### src/sv/dnsq_pkg.sv
// Shared types and constants for the DNS question name encoder.
package dnsq_pkg;

	localparam int MAX_LABEL = 32;
	localparam int LBL_AW    = $clog2(MAX_LABEL);
	localparam int CNT_W     = $clog2(MAX_LABEL + 1);

	localparam logic [7:0]  DOT_CHAR  = 8'd46;
	localparam logic [7:0]  END_CHAR  = 8'd0;
	localparam logic [15:0] PTR_MARK  = 16'hC000;
	localparam logic [15:0] CLASS_IN  = 16'h0001;
	localparam logic [15:0] TYPE_A    = 16'h0001;

	typedef enum logic [3:0] {
		ST_IDLE,
		ST_LEN,
		ST_CHR,
		ST_ROOT,
		ST_PTR_HI,
		ST_PTR_LO,
		ST_TYPE_HI,
		ST_TYPE_LO,
		ST_CLS_HI,
		ST_CLS_LO
	} state_t;

	typedef enum logic [3:0] {
		SRC_LEN,
		SRC_CHR,
		SRC_ZERO,
		SRC_PTR_HI,
		SRC_PTR_LO,
		SRC_TYPE_HI,
		SRC_TYPE_LO,
		SRC_CLS_HI,
		SRC_CLS_LO
	} byte_src_t;

	typedef struct packed {
		logic      take;
		logic      emit;
		byte_src_t src;
		logic      last;
		logic      done;
		logic      lbl_done;
		logic      idx_inc;
	} cmd_t;

	typedef struct packed {
		logic is_ptr;
		logic is_dot;
		logic is_end;
		logic term;
		logic label_empty;
		logic chr_last;
		logic out_free;
	} status_t;

endpackage

### src/sv/dnsq_ctrl.sv
// Sequencer that steps through the bytes of one label, root, pointer, type and class.
module dnsq_ctrl (
	input  logic               clk,
	input  logic               arst_n,
	input  logic               s_tvalid,
	output logic               s_tready,
	input  dnsq_pkg::status_t  st,
	output dnsq_pkg::cmd_t     cmd
);

	dnsq_pkg::state_t state_q;
	dnsq_pkg::state_t state_d;

	always_ff @(posedge clk or negedge arst_n) begin
		if (!arst_n) begin
			state_q <= dnsq_pkg::ST_IDLE;
		end else begin
			state_q <= state_d;
		end
	end

	always_comb begin
		state_d      = state_q;
		s_tready     = 1'b0;
		cmd.take     = 1'b0;
		cmd.emit     = 1'b0;
		cmd.src      = dnsq_pkg::SRC_ZERO;
		cmd.last     = 1'b0;
		cmd.done     = 1'b0;
		cmd.lbl_done = 1'b0;
		cmd.idx_inc  = 1'b0;
		case (state_q)
			dnsq_pkg::ST_IDLE: begin
				s_tready = 1'b1;
				if (s_tvalid) begin
					cmd.take = 1'b1;
					if (st.is_ptr) begin
						state_d = dnsq_pkg::ST_PTR_HI;
					end else if (st.is_dot || st.is_end) begin
						state_d = dnsq_pkg::ST_LEN;
					end
				end
			end
			dnsq_pkg::ST_LEN: begin
				cmd.src = dnsq_pkg::SRC_LEN;
				if (st.out_free) begin
					cmd.emit = 1'b1;
					if (st.label_empty) begin
						cmd.lbl_done = 1'b1;
						cmd.last     = !st.term;
						state_d      = st.term ? dnsq_pkg::ST_ROOT : dnsq_pkg::ST_IDLE;
					end else begin
						state_d = dnsq_pkg::ST_CHR;
					end
				end
			end
			dnsq_pkg::ST_CHR: begin
				cmd.src = dnsq_pkg::SRC_CHR;
				if (st.out_free) begin
					cmd.emit    = 1'b1;
					cmd.idx_inc = 1'b1;
					if (st.chr_last) begin
						cmd.lbl_done = 1'b1;
						cmd.last     = !st.term;
						state_d      = st.term ? dnsq_pkg::ST_ROOT : dnsq_pkg::ST_IDLE;
					end
				end
			end
			dnsq_pkg::ST_ROOT: begin
				cmd.src = dnsq_pkg::SRC_ZERO;
				if (st.out_free) begin
					cmd.emit = 1'b1;
					state_d  = dnsq_pkg::ST_TYPE_HI;
				end
			end
			dnsq_pkg::ST_PTR_HI: begin
				cmd.src = dnsq_pkg::SRC_PTR_HI;
				if (st.out_free) begin
					cmd.emit = 1'b1;
					state_d  = dnsq_pkg::ST_PTR_LO;
				end
			end
			dnsq_pkg::ST_PTR_LO: begin
				cmd.src = dnsq_pkg::SRC_PTR_LO;
				if (st.out_free) begin
					cmd.emit = 1'b1;
					state_d  = dnsq_pkg::ST_TYPE_HI;
				end
			end
			dnsq_pkg::ST_TYPE_HI: begin
				cmd.src = dnsq_pkg::SRC_TYPE_HI;
				if (st.out_free) begin
					cmd.emit = 1'b1;
					state_d  = dnsq_pkg::ST_TYPE_LO;
				end
			end
			dnsq_pkg::ST_TYPE_LO: begin
				cmd.src = dnsq_pkg::SRC_TYPE_LO;
				if (st.out_free) begin
					cmd.emit = 1'b1;
					state_d  = dnsq_pkg::ST_CLS_HI;
				end
			end
			dnsq_pkg::ST_CLS_HI: begin
				cmd.src = dnsq_pkg::SRC_CLS_HI;
				if (st.out_free) begin
					cmd.emit = 1'b1;
					state_d  = dnsq_pkg::ST_CLS_LO;
				end
			end
			dnsq_pkg::ST_CLS_LO: begin
				cmd.src = dnsq_pkg::SRC_CLS_LO;
				if (st.out_free) begin
					cmd.emit = 1'b1;
					cmd.last = 1'b1;
					cmd.done = 1'b1;
					state_d  = dnsq_pkg::ST_IDLE;
				end
			end
			default: begin
				state_d = dnsq_pkg::ST_IDLE;
			end
		endcase
	end

endmodule

### src/sv/dnsq_dp.sv
// Datapath: label store, label counters, type register and the output word register.
module dnsq_dp (
	input  logic              clk,
	input  logic              arst_n,
	input  logic              cfg_we,
	input  logic [15:0]       cfg_wdata,
	input  logic              in_kind,
	input  logic [7:0]        in_ch,
	input  logic [13:0]       in_ptr,
	input  dnsq_pkg::cmd_t    cmd,
	output dnsq_pkg::status_t st,
	output logic              out_valid,
	input  logic              out_ready,
	output logic [7:0]        out_byte,
	output logic              out_last,
	output logic              out_done,
	output logic              out_ovf
);

	logic [7:0]                   label_mem [dnsq_pkg::MAX_LABEL];
	logic [dnsq_pkg::CNT_W-1:0]   count_q;
	logic [dnsq_pkg::CNT_W-1:0]   idx_q;
	logic [dnsq_pkg::CNT_W-1:0]   idx_d;
	logic                         ovf_q;
	logic                         term_q;
	logic [15:0]                  qtype_q;
	logic [15:0]                  ptr_word_q;
	logic [7:0]                   rd_data_q;
	logic                         valid_q;
	logic [7:0]                   byte_q;
	logic                         last_q;
	logic                         done_q;
	logic                         flag_q;
	logic [7:0]                   byte_d;
	logic                         flag_d;
	logic                         is_plain;
	logic                         room;

	assign is_plain = !in_kind && (in_ch != dnsq_pkg::DOT_CHAR) && (in_ch != dnsq_pkg::END_CHAR);
	assign room     = count_q < dnsq_pkg::CNT_W'(dnsq_pkg::MAX_LABEL);

	assign st.is_ptr      = in_kind;
	assign st.is_dot      = !in_kind && (in_ch == dnsq_pkg::DOT_CHAR);
	assign st.is_end      = !in_kind && (in_ch == dnsq_pkg::END_CHAR);
	assign st.term        = term_q;
	assign st.label_empty = (count_q == '0);
	assign st.chr_last    = ((idx_q + dnsq_pkg::CNT_W'(1)) == count_q);
	assign st.out_free    = !valid_q || out_ready;

	// read address follows the next index so the data lines up with the CHR byte
	assign idx_d = cmd.take ? '0 : (cmd.idx_inc ? idx_q + dnsq_pkg::CNT_W'(1) : idx_q);

	always_ff @(posedge clk) begin
		if (cmd.take && is_plain && room) begin
			label_mem[count_q[dnsq_pkg::LBL_AW-1:0]] <= in_ch;
		end
		rd_data_q <= label_mem[idx_d[dnsq_pkg::LBL_AW-1:0]];
	end

	always_ff @(posedge clk or negedge arst_n) begin
		if (!arst_n) begin
			count_q <= '0;
			idx_q   <= '0;
			ovf_q   <= 1'b0;
			term_q  <= 1'b0;
			qtype_q <= dnsq_pkg::TYPE_A;
			valid_q <= 1'b0;
		end else begin
			idx_q <= idx_d;
			if (cfg_we) begin
				qtype_q <= cfg_wdata;
			end
			if (cmd.take) begin
				term_q <= st.is_end;
				if (in_kind) begin
					count_q <= '0;
					ovf_q   <= 1'b0;
				end else if (is_plain) begin
					if (room) begin
						count_q <= count_q + dnsq_pkg::CNT_W'(1);
					end else begin
						ovf_q <= 1'b1;
					end
				end
			end else if (cmd.lbl_done) begin
				count_q <= '0;
				ovf_q   <= 1'b0;
			end
			if (cmd.emit) begin
				valid_q <= 1'b1;
			end else if (out_ready) begin
				valid_q <= 1'b0;
			end
		end
	end

	always_comb begin
		byte_d = 8'd0;
		flag_d = 1'b0;
		case (cmd.src)
			dnsq_pkg::SRC_LEN: begin
				byte_d = 8'(count_q);
				flag_d = ovf_q;
			end
			dnsq_pkg::SRC_CHR: begin
				byte_d = rd_data_q;
				flag_d = ovf_q;
			end
			dnsq_pkg::SRC_ZERO:    byte_d = 8'd0;
			dnsq_pkg::SRC_PTR_HI:  byte_d = ptr_word_q[15:8];
			dnsq_pkg::SRC_PTR_LO:  byte_d = ptr_word_q[7:0];
			dnsq_pkg::SRC_TYPE_HI: byte_d = qtype_q[15:8];
			dnsq_pkg::SRC_TYPE_LO: byte_d = qtype_q[7:0];
			dnsq_pkg::SRC_CLS_HI:  byte_d = dnsq_pkg::CLASS_IN[15:8];
			dnsq_pkg::SRC_CLS_LO:  byte_d = dnsq_pkg::CLASS_IN[7:0];
			default:               byte_d = 8'd0;
		endcase
	end

	always_ff @(posedge clk) begin
		if (cmd.take) begin
			ptr_word_q <= dnsq_pkg::PTR_MARK | {2'b00, in_ptr};
		end
		if (cmd.emit) begin
			byte_q <= byte_d;
			last_q <= cmd.last;
			done_q <= cmd.done;
			flag_q <= flag_d;
		end
	end

	assign out_valid = valid_q;
	assign out_byte  = byte_q;
	assign out_last  = last_q;
	assign out_done  = done_q;
	assign out_ovf   = flag_q;

endmodule

### src/sv/dns_question_name_encoder_top.sv
// Top level of the DNS question name encoder: stream ports, sequencer and datapath.
// A name character is stored when taken and yields no word; a dot, terminator or
// pointer is registered in the sequencer state, then its first word in the output
// word register once that is free. Name characters are taken while idle; the input is
// held off while the words of a dot, terminator or pointer go out, and while stalled.
// Reset: sequencer idle, label empty, query_type = 1; label store contents are not reset.
module dns_question_name_encoder_top (
	input  logic        clk,
	input  logic        arst_n,
	input  logic        cfg_we,
	input  logic [15:0] cfg_wdata,    // query_type
	input  logic        s_tvalid,
	output logic        s_tready,
	input  logic [23:0] s_tdata,      // ch[7:0], ptr_offset[21:8], zero pad
	input  logic        s_tuser,      // kind
	output logic        m_tvalid,
	input  logic        m_tready,
	output logic [7:0]  m_tdata,      // out_byte
	output logic        m_tlast,      // last_of_run
	output logic [1:0]  m_tuser       // question_done[0], label_overflow[1]
);

	dnsq_pkg::cmd_t    cmd;
	dnsq_pkg::status_t st;

	dnsq_ctrl u_ctrl (
		.clk      (clk),
		.arst_n   (arst_n),
		.s_tvalid (s_tvalid),
		.s_tready (s_tready),
		.st       (st),
		.cmd      (cmd)
	);

	dnsq_dp u_dp (
		.clk       (clk),
		.arst_n    (arst_n),
		.cfg_we    (cfg_we),
		.cfg_wdata (cfg_wdata),
		.in_kind   (s_tuser),
		.in_ch     (s_tdata[7:0]),
		.in_ptr    (s_tdata[21:8]),
		.cmd       (cmd),
		.st        (st),
		.out_valid (m_tvalid),
		.out_ready (m_tready),
		.out_byte  (m_tdata),
		.out_last  (m_tlast),
		.out_done  (m_tuser[0]),
		.out_ovf   (m_tuser[1])
	);

`ifndef SYNTH
	a_no_overwrite: assert property (@(posedge clk) disable iff (!arst_n)
		cmd.emit |-> (!m_tvalid || m_tready))
		else $error("word loaded while the output word is stalled");

	a_done_is_last: assert property (@(posedge clk) disable iff (!arst_n)
		(m_tvalid && m_tuser[0]) |-> (m_tlast && !m_tuser[1]))
		else $error("question end word without last mark or with overflow flag");

	a_take_idle: assert property (@(posedge clk) disable iff (!arst_n)
		cmd.take |-> !cmd.emit)
		else $error("input accepted while a word is being produced");
`endif

endmodule
### config.mk
export PLATFORM = sky130hd
export DESIGN_NAME = dns_question_name_encoder_top
export DESIGN_NICKNAME = d
export VERILOG_FILES = /design/src/sv/dnsq_pkg.sv /design/src/sv/dnsq_ctrl.sv /design/src/sv/dnsq_dp.sv /design/src/sv/dns_question_name_encoder_top.sv
export SDC_FILE = /design/constraint.sdc
export NUM_CORES = 1
export LEC_CHECK = 0
export BUFFER_PORTS_ARGS = -buffer_cell sky130_fd_sc_hd__buf_2
export CAP_MARGIN = 20
export CORE_MARGIN = 3
export CORE_UTILIZATION = 45
export DETAILED_ROUTE_END_ITERATION = 8
export HOLD_SLACK_MARGIN = 0.03
export PLACE_DENSITY_LB_ADDON = 0.3
export SETUP_SLACK_MARGIN = 0.1
export SKIP_CTS_REPAIR_TIMING = 1
export SLEW_MARGIN = 20
export SYNTH_ARGS = -nofsm -noshare
export SYNTH_HDL_FRONTEND = slang
export SYNTH_SLANG_ARGS = --single-unit
### constraint.sdc
create_clock -name clk -period 6.6 [get_ports clk]
set_input_delay 0.99 -clock clk [delete_from_list [all_inputs] [get_ports clk]]
set_output_delay 0.99 -clock clk [all_outputs]
set_load 0.1 [all_outputs]
==> reports/results.ini <==
[power_and_ir_drop]
p_per_area_nw_per_um2 = 434
ir_drop_mv = 0.277
p_leak_nw = 5.18
internal-power_w = 0.00425
p_seq_share_pct = 38.1
p_clk_share_pct = 29.7
combPwrFrac_pct = 32.3
switching_share_pct = 35.3
power.switching_w = 0.00232

[worst_setup_path]
cp.arrival_ns = 4.92
ff2ff_path_depth = 9
cp-endpoint = u_dp.rd_data_q[7]
path_class = flip-flop to flip-flop
path_common_cell = buf_4
crit_required_ns = 6.95
critPathBufInv = 2
rr_endpoint = u_dp.rd_data_q[7]
cp_slowest_cell = nor4b_4
r2r_setup_slack_ns = 2.03
cp_cell_sequence = nor4b_4 -> a21boi_1 -> o21ai_4 -> buf_4 -> buf_4 -> a21oi_1 -> a22o_1 -> a32o_1 -> nor4_2
crit_fanout = 84
crit_path_end_kind = flip-flop
cp.depth = 9
cpPeakStageDelay_ns = 0.78
cp-startpoint = u_ctrl.state_q[1]
cp_top_family = buffers and inverters
reg2reg_from = u_ctrl.state_q[1]
start_kind = flip-flop

[synth]
synthCells = 995
ys.flop_type = edfxtp_1
async_flop_share_pct = 10.8
ys_warn_count = 0
ys_top_cells_by_count = 281 x edfxtp_1, 155 x nand2_1, 139 x a21oi_1
yosysTopAreaCellShare_pct = 62.8
synth_edf_count = 281
synthMostInstantiatedCell = edfxtp_1
synth.area.top_cells = edfxtp_1 63%, dfrtp_1 6.3%, a21oi_1 5.2%
ys_seq_area_share_pct = 70.6
synth_top_cell_by_area = edfxtp_1
synthesis.area_um2 = 13400
syn_avg_cell_area_um2 = 13.5
ys_types = 61
syn_nets = 1046
synth-seq-cells = 324

[timing]
slew_headroom_pct = 37.1
hold_slack_ns = 0.507
maxSlewViolCount = 0
setup_tns_ns = 0
worstMarginPinSlew_ns = 0.943
finClkSkew_ns = 0.0114
rsz0062_at_grt = false
period_share_pct = 69.2
fin_crit_ns = 4.57
finalHoldViolations = 0
setup_viol_count_final = 0
fmax_ghz = 0.219

[clock_network]
cts_made_buffers = 35
cts.sinks = 324
root_buffer = clkbuf_16
cts_tree = built
cts_buffer_depth = 3
htreeDepth = 2
clock_latency_ns = 0.51
clkSlewWorstSetupHoldPaths_ns = 0.06

[global_route]
grt_first_pass_wirelength_um = 47300
grt_max_degree = 85
overflow = 0
grt_pass1_vias = 8151
grt_antenna_before_repair = 1
grt_usage_pct = 19.6

[finish]
area_growth_pct = 12.7
drive_gt1_share_pct = 15.4
fin_nets = 1086
layoutNonFillerInstCount = 1445

[drt]
maxUsedRoutingLayer = met4
drtPass1Iterations = 5
wl_met2_um = 14600
totalWireLength_um = 30900
avgRoutedWirePerCell_um = 21.4
ant_nets = 0
via_count = 8366
via_per_inst = 5.79
drt_iter0_markers = 982
drc = 0
wirelength_met1_um = 13300
met3_length_um = 2240

[run_status]
status = finished, final reports clean

[placement]
hpwl_um = 18400
placed_cells = 1382
routabilityCongestion = 0.852
port_buffers = 56

[die]
pin_count = 59
initial_core_util_pct = 46.2
die_area_um2 = 32000
die_width_um = 179
core-area_um2 = 29100
die_y_um = 179
fp-row-count = 62

[min_path]
hold_class = flip-flop to flip-flop

[run]
maxCapViolCount = 0

-- logic make-up (layout without fill, tap and decap cells) --
group | after synthesis | after routing | share of synthesized area (%)
flip-flops | 324 | 324 | 70.6
AO/OA/AOI/OAI | 276 | 276 | 13.3
AND/OR/NAND/NOR | 273 | 273 | 9.47
buffers and inverters | 80 | 145 | 2.88
multiplexers | 25 | 25 | 2.58
XOR/XNOR | 12 | 12 | 0.783
adder cells (fa/ha/maj) | 5 | 5 | 0.466
other | 0 | 1 | 0
-- layout by cell type (no fill, tap or decap), drive strengths merged, types with 3 or more instances in the layout --
cell type,count
a31oi,3
inv,16
nor2b,3
nor3,13
nor4,12
a32o,9
bufinv,4
o2bb2ai,16
mux2,17
clkbuf,46
a22o,35
mux4,6
ha,5
a21o,4
o21ai,13
nand2b,10
dfrtp,34
xnor2,5
dfxtp,8
nand2,156
nand3,12
a222oi,5
edfxtp,281
nor2,49
a21oi,139
clkinv,13
o22ai,10
a22oi,30
xor2,7
nand4,4
buf,66
-- worst register-to-register path, cell delays in order (launching register included) --
cell and delay, ns:
dfrtp_1 0.76, nor4b_4 0.79, a21boi_1 0.22, o21ai_4 0.22, buf_4 0.44, buf_4 0.80
a21oi_1 0.27, a22o_1 0.28, a32o_1 0.29, nor4_2 0.35
-- routing by layer --
metal	vias up	global-route usage, %
met5	-	0
li1	3850	-
met1	4170	27.6
met2	299	31.2
met4	0	5.75
met3	47	3.58
-- cell type report --
type                    instances  area, um2
inverters                      17       65.1
well taps                     384        480
multi-input cells             591       3580
flip-flops and latches        324       9480
clock buffers                  46        970
fillers                      2452      14000
diodes                          1       2.50
clock inverters                16        179
repair buffers                 66        380
-- sequential cells by signal, summed over array words and instances (netlist names), 4 cells and up --
register,flops
u_dp.ptr_word_q,14
u_dp.qtype_q,16
u_dp.label_mem,256
u_dp.out_byte,8
u_dp.idx_q,6
u_dp.rd_data_q,8
u_dp.count_q,6
u_ctrl.state_q,4
-- how the worst min path moves through the flow --
| stage | startpoint | end | slack, ns | depth (start not counted) |
|---|---|---|---|---|
| after floorplan | u_dp.qtype_q[8] | u_dp.qtype_q[8] | 0.48 | 1 |
| after global placement | u_dp.qtype_q[13] | u_dp.qtype_q[13] | 0.49 | 1 |
| after global routing | u_dp.qtype_q[4] | u_dp.qtype_q[4] | 0.53 | 1 |
| after detailed placement | u_dp.qtype_q[4] | u_dp.qtype_q[4] | 0.50 | 1 |
| after CTS | u_dp.qtype_q[4] | u_dp.qtype_q[4] | 0.51 | 1 |
| final | u_dp.qtype_q[4] | u_dp.qtype_q[4] | 0.51 | 1 |
-- power by group through the flow --
stage / Clock (W) / Combinational (W) / Sequential, W
floorplan: 0 / 0.00146 / 0.00269
global placement: 0 / 0.00209 / 0.00254
detailed placement: 0 / 0.00211 / 0.00254
CTS: 0.00198 / 0.00212 / 0.00250
global route: 0.00206 / 0.00230 / 0.00252
finish: 0.00195 / 0.00212 / 0.00250
-- through the flow --
step / setup WS, ns / cell area (um2) / utilization, % / total power [W]
detailed placement: 2.12 / 14000 / 48.1 / 0.00465
floorplan: 3.70 / 13400 / - / 0.00415
CTS: 2.12 / 15100 / 52.0 / 0.00660
global route: 1.84 / 15100 / 52.0 / 0.00688
global placement: 2.10 / 14000 / 48.1 / 0.00463
finish: 2.03 / 15100 / 52.0 / 0.00657
(Power assumes the default switching activity.)
